## config.mk

```make
export PLATFORM = sky130hd
export DESIGN_NAME = newton_square_root_top
export DESIGN_NICKNAME = d
export VERILOG_FILES = /design/src/rtl/core/nsqrt_pkg.sv /design/src/rtl/core/newton_square_root_top.sv
export SDC_FILE = /design/constraint.sdc
export NUM_CORES = 1
export LEC_CHECK = 0
export ABC_AREA = 1
export ABC_CLOCK_PERIOD_IN_PS = 3500
export BUFFER_PORTS_ARGS = -buffer_cell sky130_fd_sc_hd__buf_2
export CAP_MARGIN = 20
export CORE_ASPECT_RATIO = 1.2
export CORE_MARGIN = 2
export CORE_UTILIZATION = 60
export CTS_BUF_LIST = sky130_fd_sc_hd__clkbuf_8
export CTS_CLUSTER_DIAMETER = 80
export DETAILED_ROUTE_END_ITERATION = 8
export GPL_TIMING_DRIVEN = 1
export HOLD_SLACK_MARGIN = 0.12
export PLACE_DENSITY_LB_ADDON = 0.1
export SLEW_MARGIN = 30
export SYNTH_ARGS = -nofsm -noshare
export SYNTH_HDL_FRONTEND = slang
export SYNTH_SLANG_ARGS = --single-unit
```

## constraint.sdc

```tcl
create_clock -name clk -period 3.5 [get_ports clk]
set_clock_uncertainty 0.2 [all_clocks]
set_input_delay 0.35 -clock clk [delete_from_list [all_inputs] [get_ports clk]]
set_output_delay 0.35 -clock clk [all_outputs]
set_load 0.03 [all_outputs]
```

## src/rtl/core/nsqrt_pkg.sv

```systemverilog
// Package for the Newton-Raphson square root block.
// Holds the fixed-point widths, derived counter widths and the sequencer state type.
// No dependencies.
package nsqrt_pkg;

    localparam int WORD_W         = 32;
    localparam int FRACTION_BITS  = 16;
    localparam int MAX_ITERATIONS = 32;
    localparam int COUNT_IN_W     = 6;

    localparam int DIV_W  = WORD_W + FRACTION_BITS;
    localparam int STEP_W = $clog2(DIV_W);
    localparam int ITER_W = $clog2(MAX_ITERATIONS + 1);
    localparam int CNT_W  = (ITER_W > COUNT_IN_W) ? ITER_W : COUNT_IN_W;

    localparam logic [WORD_W-1:0] FIXED_ONE  = WORD_W'(1) << FRACTION_BITS;
    localparam logic [WORD_W-1:0] FIXED_ZERO = '0;
    localparam logic [WORD_W-1:0] WORD_ONES  = '1;

    localparam int IN_BITS  = WORD_W + COUNT_IN_W;
    localparam int IN_PAD_W = ((IN_BITS + 7) / 8) * 8;

    typedef enum logic [1:0] {
        ST_IDLE,
        ST_DIVIDE,
        ST_UPDATE,
        ST_DONE
    } nsqrt_state_t;

endpackage

```

## src/rtl/core/newton_square_root_top.sv

```systemverilog
// Top level of the Newton-Raphson square root block (unsigned Q16.16).
// Bit-serial restoring divider plus one adder for the guess update.
// Depends on nsqrt_pkg.

// One request in, one root out. A request with a zero radicand or a zero count
// skips the iterations and goes straight to the done state. Otherwise each Newton step
// runs the bit-serial restoring divider (one quotient bit per cycle over
// radicand << 16) and then the guess update, for min(iteration_count, 32) steps.
// One request is worked at a time; the result register lets the next request start
// while a result waits.
module newton_square_root_top
    import nsqrt_pkg::*;
(
    input  logic                clk,
    input  logic                rst_n,
    input  logic                s_tvalid,
    output logic                s_tready,
    input  logic [IN_PAD_W-1:0] s_tdata,   // radicand[31:0], iteration_count[37:32], zero pad
    output logic                m_tvalid,
    input  logic                m_tready,
    output logic [WORD_W-1:0]   m_tdata    // root[31:0]
);

    nsqrt_state_t state_reg, state_next;

    logic [WORD_W-1:0] x_reg, x_next;
    logic [WORD_W-1:0] z_reg, z_next;
    logic [CNT_W-1:0]  iter_reg, iter_next;
    logic [WORD_W-1:0] rem_reg, rem_next;
    logic [DIV_W-1:0]  dvd_reg, dvd_next;
    logic [WORD_W-1:0] quot_reg, quot_next;
    logic              ovf_reg, ovf_next;
    logic [STEP_W-1:0] step_reg, step_next;
    logic [WORD_W-1:0] out_data_reg, out_data_next;
    logic              out_valid_reg, out_valid_next;

    logic [WORD_W-1:0] in_radicand;
    logic [CNT_W-1:0]  in_count;
    logic [CNT_W-1:0]  in_count_sat;
    logic              accept;
    logic              last_step;
    logic              out_free;

    logic [WORD_W:0]   shifted;
    logic [WORD_W+1:0] diff;
    logic              qbit;
    logic [WORD_W-1:0] q_sat;
    logic [WORD_W:0]   sum;

    logic              load_req;
    logic              start_div;
    logic              do_div;
    logic              do_update;
    logic              load_out;

    assign in_radicand  = s_tdata[WORD_W-1:0];
    assign in_count     = CNT_W'(s_tdata[WORD_W +: COUNT_IN_W]);
    assign in_count_sat = (in_count > CNT_W'(MAX_ITERATIONS)) ? CNT_W'(MAX_ITERATIONS)
                                                              : in_count;
    assign accept    = s_tvalid && s_tready;
    assign last_step = (step_reg == STEP_W'(DIV_W - 1));
    assign out_free  = !out_valid_reg || m_tready;

    // restoring divide step
    assign shifted = {rem_reg, dvd_reg[DIV_W-1]};
    assign diff    = {1'b0, shifted} - {2'b00, z_reg};
    assign qbit    = !diff[WORD_W+1];
    assign q_sat   = ovf_reg ? WORD_ONES : quot_reg;
    assign sum     = {1'b0, z_reg} + {1'b0, q_sat};

    // next state
    always_comb
    begin
        state_next = state_reg;
        unique case (state_reg)
            ST_IDLE:
            begin
                if (accept)
                begin
                    if ((in_radicand == FIXED_ZERO) || (in_count_sat == '0))
                        state_next = ST_DONE;
                    else
                        state_next = ST_DIVIDE;
                end
            end
            ST_DIVIDE:
            begin
                if (last_step)
                    state_next = ST_UPDATE;
            end
            ST_UPDATE:
            begin
                if (iter_reg == CNT_W'(1))
                    state_next = ST_DONE;
                else
                    state_next = ST_DIVIDE;
            end
            ST_DONE:
            begin
                if (out_free)
                    state_next = ST_IDLE;
            end
            default:
                state_next = ST_IDLE;
        endcase
    end

    // control outputs
    always_comb
    begin
        s_tready  = 1'b0;
        load_req  = 1'b0;
        start_div = 1'b0;
        do_div    = 1'b0;
        do_update = 1'b0;
        load_out  = 1'b0;
        unique case (state_reg)
            ST_IDLE:
            begin
                s_tready  = 1'b1;
                load_req  = accept;
                start_div = accept;
            end
            ST_DIVIDE:
                do_div = 1'b1;
            ST_UPDATE:
            begin
                do_update = 1'b1;
                start_div = 1'b1;
            end
            ST_DONE:
                load_out = out_free;
            default:
                s_tready = 1'b0;
        endcase
    end

    // datapath
    always_comb
    begin
        x_next         = x_reg;
        z_next         = z_reg;
        iter_next      = iter_reg;
        rem_next       = rem_reg;
        dvd_next       = dvd_reg;
        quot_next      = quot_reg;
        ovf_next       = ovf_reg;
        step_next      = step_reg;
        out_data_next  = out_data_reg;
        out_valid_next = out_valid_reg;

        if (load_req)
        begin
            x_next    = in_radicand;
            iter_next = in_count_sat;
            z_next    = (in_radicand == FIXED_ZERO) ? FIXED_ZERO : FIXED_ONE;
        end

        if (do_update)
        begin
            z_next    = sum[WORD_W:1];
            iter_next = iter_reg - CNT_W'(1);
        end

        if (start_div)
        begin
            dvd_next  = {(load_req ? in_radicand : x_reg), {FRACTION_BITS{1'b0}}};
            rem_next  = '0;
            quot_next = '0;
            ovf_next  = 1'b0;
            step_next = '0;
        end
        else if (do_div)
        begin
            dvd_next  = {dvd_reg[DIV_W-2:0], 1'b0};
            rem_next  = qbit ? diff[WORD_W-1:0] : shifted[WORD_W-1:0];
            quot_next = {quot_reg[WORD_W-2:0], qbit};
            ovf_next  = ovf_reg | quot_reg[WORD_W-1];
            step_next = step_reg + STEP_W'(1);
        end

        if (load_out)
        begin
            out_data_next  = z_reg;
            out_valid_next = 1'b1;
        end
        else if (m_tready)
            out_valid_next = 1'b0;
    end

    always_ff @(posedge clk or negedge rst_n)
    begin
        if (!rst_n)
        begin
            state_reg     <= ST_IDLE;
            out_valid_reg <= 1'b0;
            iter_reg      <= '0;
            step_reg      <= '0;
        end
        else
        begin
            state_reg     <= state_next;
            out_valid_reg <= out_valid_next;
            iter_reg      <= iter_next;
            step_reg      <= step_next;
        end
    end

    always_ff @(posedge clk)
    begin
        x_reg        <= x_next;
        z_reg        <= z_next;
        rem_reg      <= rem_next;
        dvd_reg      <= dvd_next;
        quot_reg     <= quot_next;
        ovf_reg      <= ovf_next;
        out_data_reg <= out_data_next;
    end

    assign m_tvalid = out_valid_reg;
    assign m_tdata  = out_data_reg;

    a_zero_radicand: assert property (@(posedge clk) disable iff (!rst_n)
        (accept && (in_radicand == FIXED_ZERO)) |=>
            ((state_reg == ST_DONE) && (z_reg == FIXED_ZERO)))
        else $error("zero radicand did not answer zero");

    a_zero_count: assert property (@(posedge clk) disable iff (!rst_n)
        (accept && (in_radicand != FIXED_ZERO) && (in_count_sat == '0)) |=>
            ((state_reg == ST_DONE) && (z_reg == FIXED_ONE)))
        else $error("zero count did not answer the first guess");

    a_iter_live: assert property (@(posedge clk) disable iff (!rst_n)
        ((state_reg == ST_DIVIDE) || (state_reg == ST_UPDATE)) |->
            ((iter_reg != '0) && (iter_reg <= CNT_W'(MAX_ITERATIONS))))
        else $error("step counter out of range while iterating");

endmodule

```

==> flow_summary.ini <==
[sta]
hold_viol_final = 0
maxSlewHeadroom_pct = 39.2
fin_crit_ns = 3.13
drv_slew = 0
setup_slack_ns = 0.374
grt_setup_unrepaired = no
finalCritPeriodShare_pct = 89.3
fin_hold_ws_ns = 0.253
setup_violations = 0
worst_pin_slew_ns = 0.911
tns_ns = 0
max_freq_ghz = 0.320

[floorplanning]
die_w_um = 136
core-area_um2 = 20800
initial_utilization_pct = 60.7
die_y_um = 163
num_rows = 58
ioPinCount = 78
fp.dieArea_um2 = 22200

[cts]
clk_latency_ns = 0.53
cts_resized = 0
cts_setup_buffers = 0
htree_num_levels = 2
root_buffer = clkbuf_8
cts.clk_slew.worst_paths_ns = 0.07
cts_max_path_buffers = 3
tritoncts = done
cts_num_sinks = 208
numCtsBuffers = 34
cts_hold_buf = 52

[synth]
synthesis.nets = 1836
synthCells = 1724
ys_warn_count = 0
ys_types = 48
synth-main-ff-cell = dfxtp_1
synth_area_leader_cell = edfxtp_1
synth_area_leaders = edfxtp_1 (23%), nand2_1 (16%), dfxtp_1 (15%)
syn_area_per_cell_um2 = 7.31
synth-seq-area-share_pct = 41.3
synth_top_cell_area_share_pct = 22.9
synthArstFlopShare_pct = 7.21
syn_area_um2 = 12600
synth_edf_count = 96
synth_seq_cells = 208

[power]
p_leak_nw = 7.42
powerDensity_nw_per_um2 = 338
power_mw = 4.87
ir_drop_v = 0.000344

[cells_and_area]
drive_gt1_share_pct = 11.3
area_growth_pct = 14.5
most-common-layout-cells = nand2_1 (547), inv_1 (279), nor2_1 (133), dfxtp_1 (97), edfxtp_1 (96)
final_cells = 2153
layout_commonest_cell = nand2_1
fin_area_um2 = 14400
fin_util_pct = 69.5
final_nets = 1969
antennaDiodeCount = 0

[route]
viasPerCell = 5.39
dr.pass1.iters = 5
drt_iter0_drc = 796
drc_errors = 0
vias = 11600
drtAntennaViolNets = 0
wl_per_cell_um = 15.5
finalWirelength_mm = 33.4

[setup_path]
setup.worst_path.start_class = register
cp_data_arrival_time_ns = 3.21
r2r_cells = 12
path_class = register to register
end_kind = register
r2r_end = z_reg[25]$_SDFFCE_PN0P_
r2r-start = ovf_reg$_SDFFE_PP0P_
crit_required_ns = 3.59
worstPathMaxFanout = 22
r2r_setup_slack_ns = 0.37

[status]
status = finished clean

[grt]
grt_start_max_net_pins = 63
antenna_found_initial = 0
track_usage_pct = 30.9
grt_pass1_wl_mm = 54.6
grt-ovfl-total = 0
grt_pass1_vias = 11300

[min_path]
min_path_type = register to register
worstHoldEndpoint = x_reg[7]$_DFF_P_
hold_depth = 2
min_from = x_reg[7]$_DFF_P_

[placement]
postPlaceCellArea_um2 = 13200
placedCellCount = 2039
io_buffer_count = 75
pre_cts_ws_ns = 0.434
gp_congestion = 0.970
dp_hpwl_mm = 22.9

[run]
maxCapViolations = 0
## synthesized netlist by cell type (3+ instances only)
master	count
nor2_4	4
ha_1	66
xor2_1	13
a22oi_1	32
nand2_4	4
nor2_2	7
nand4_1	33
o21ai_0	78
nand2_2	11
o21ai_1	5
o21bai_1	7
or2_2	31
nor4_1	9
nor2_1	135
edfxtp_1	96
buf_2	16
inv_2	9
nand2_1	547
inv_1	267
nand3b_1	3
nand3_1	75
o211ai_2	4
dfxtp_1	97
buf_4	3
dfrtp_1	15
a21boi_0	4
o21a_1	4
buf_6	6
nor3_1	9
buf_1	3
a21oi_1	88
clkbuf_1	15
xnor2_1	6
## cells by family after synthesis
kind of cell	count (synthesis)	synth area share, %
AND/OR/NAND/NOR	873	29.4
buffers and inverters	320	10.2
AO/OA/AOI/OAI	236	10.8
flip-flops	208	41.3
adder cells (fa/ha/maj)	68	6.87
XOR/XNOR	19	1.32
## per-layer routing
| layer | up-vias | part of all wire, % | wire length, um | track usage, % |
|---|---|---|---|---|
| met5 | - | 0 | 0 | 0 |
| li1 | 5815 | - | - | - |
| met2 | 419 | 48 | 16100 | 53.5 |
| met3 | 109 | 6.2 | 2060 | 5.26 |
| met1 | 5269 | 41 | 13700 | 37.2 |
| met4 | 0 | 4.6 | 1540 | 14.7 |
## worst max-delay path, stage by stage, from the launching register on
cell and delay (ns):
dfxtp_1 0.73, o21ai_1 0.24, fa_1 0.46, o21ai_1 0.30
nand2_1 0.09, nand2_1 0.14, nand2_1 0.06, nand2_1 0.12
nand2_1 0.07, nand2_1 0.16, nand2_1 0.10, a21oi_1 0.13
nor2_1 0.07
## cell type report
class                           instances  area (um2)
Clock buffer                           39         537
Clock inverter                         23         184
Fill cell                            1783        6340
Inverter                              276        1040
Multi-Input combinational cell       1196        6110
Sequential cell                       208        5200
Tap cell                              270         338
Timing Repair Buffer                  141        1010
## power breakdown
part	internal [mW]	total (mW)	switching, mW
sequential	2.52	2.52	0.0000000000000000354
clock	1.25	2.27	1.02
combinational	0.0505	0.0818	0.0313
## how the worst max path moves through the flow
| stage | from | endpoint | cells after the start |
|---|---|---|---|
| 2_1_floorplan | state_reg[1]$_DFFE_PN0P_ | quot_reg[18]$_SDFFE_PP0P_ | 9 |
| 3_3_place_gp | ovf_reg$_SDFFE_PP0P_ | z_reg[27]$_SDFFCE_PN0P_ | 10 |
| 3_5_place_dp | ovf_reg$_SDFFE_PP0P_ | z_reg[25]$_SDFFCE_PN0P_ | 12 |
| 4_1_cts | ovf_reg$_SDFFE_PP0P_ | z_reg[25]$_SDFFCE_PN0P_ | 12 |
| 5_1_grt | ovf_reg$_SDFFE_PP0P_ | z_reg[28]$_SDFFCE_PN0P_ | 9 |
| 6_report | ovf_reg$_SDFFE_PP0P_ | z_reg[25]$_SDFFCE_PN0P_ | 12 |
Power figures use the tool's default switching activity.
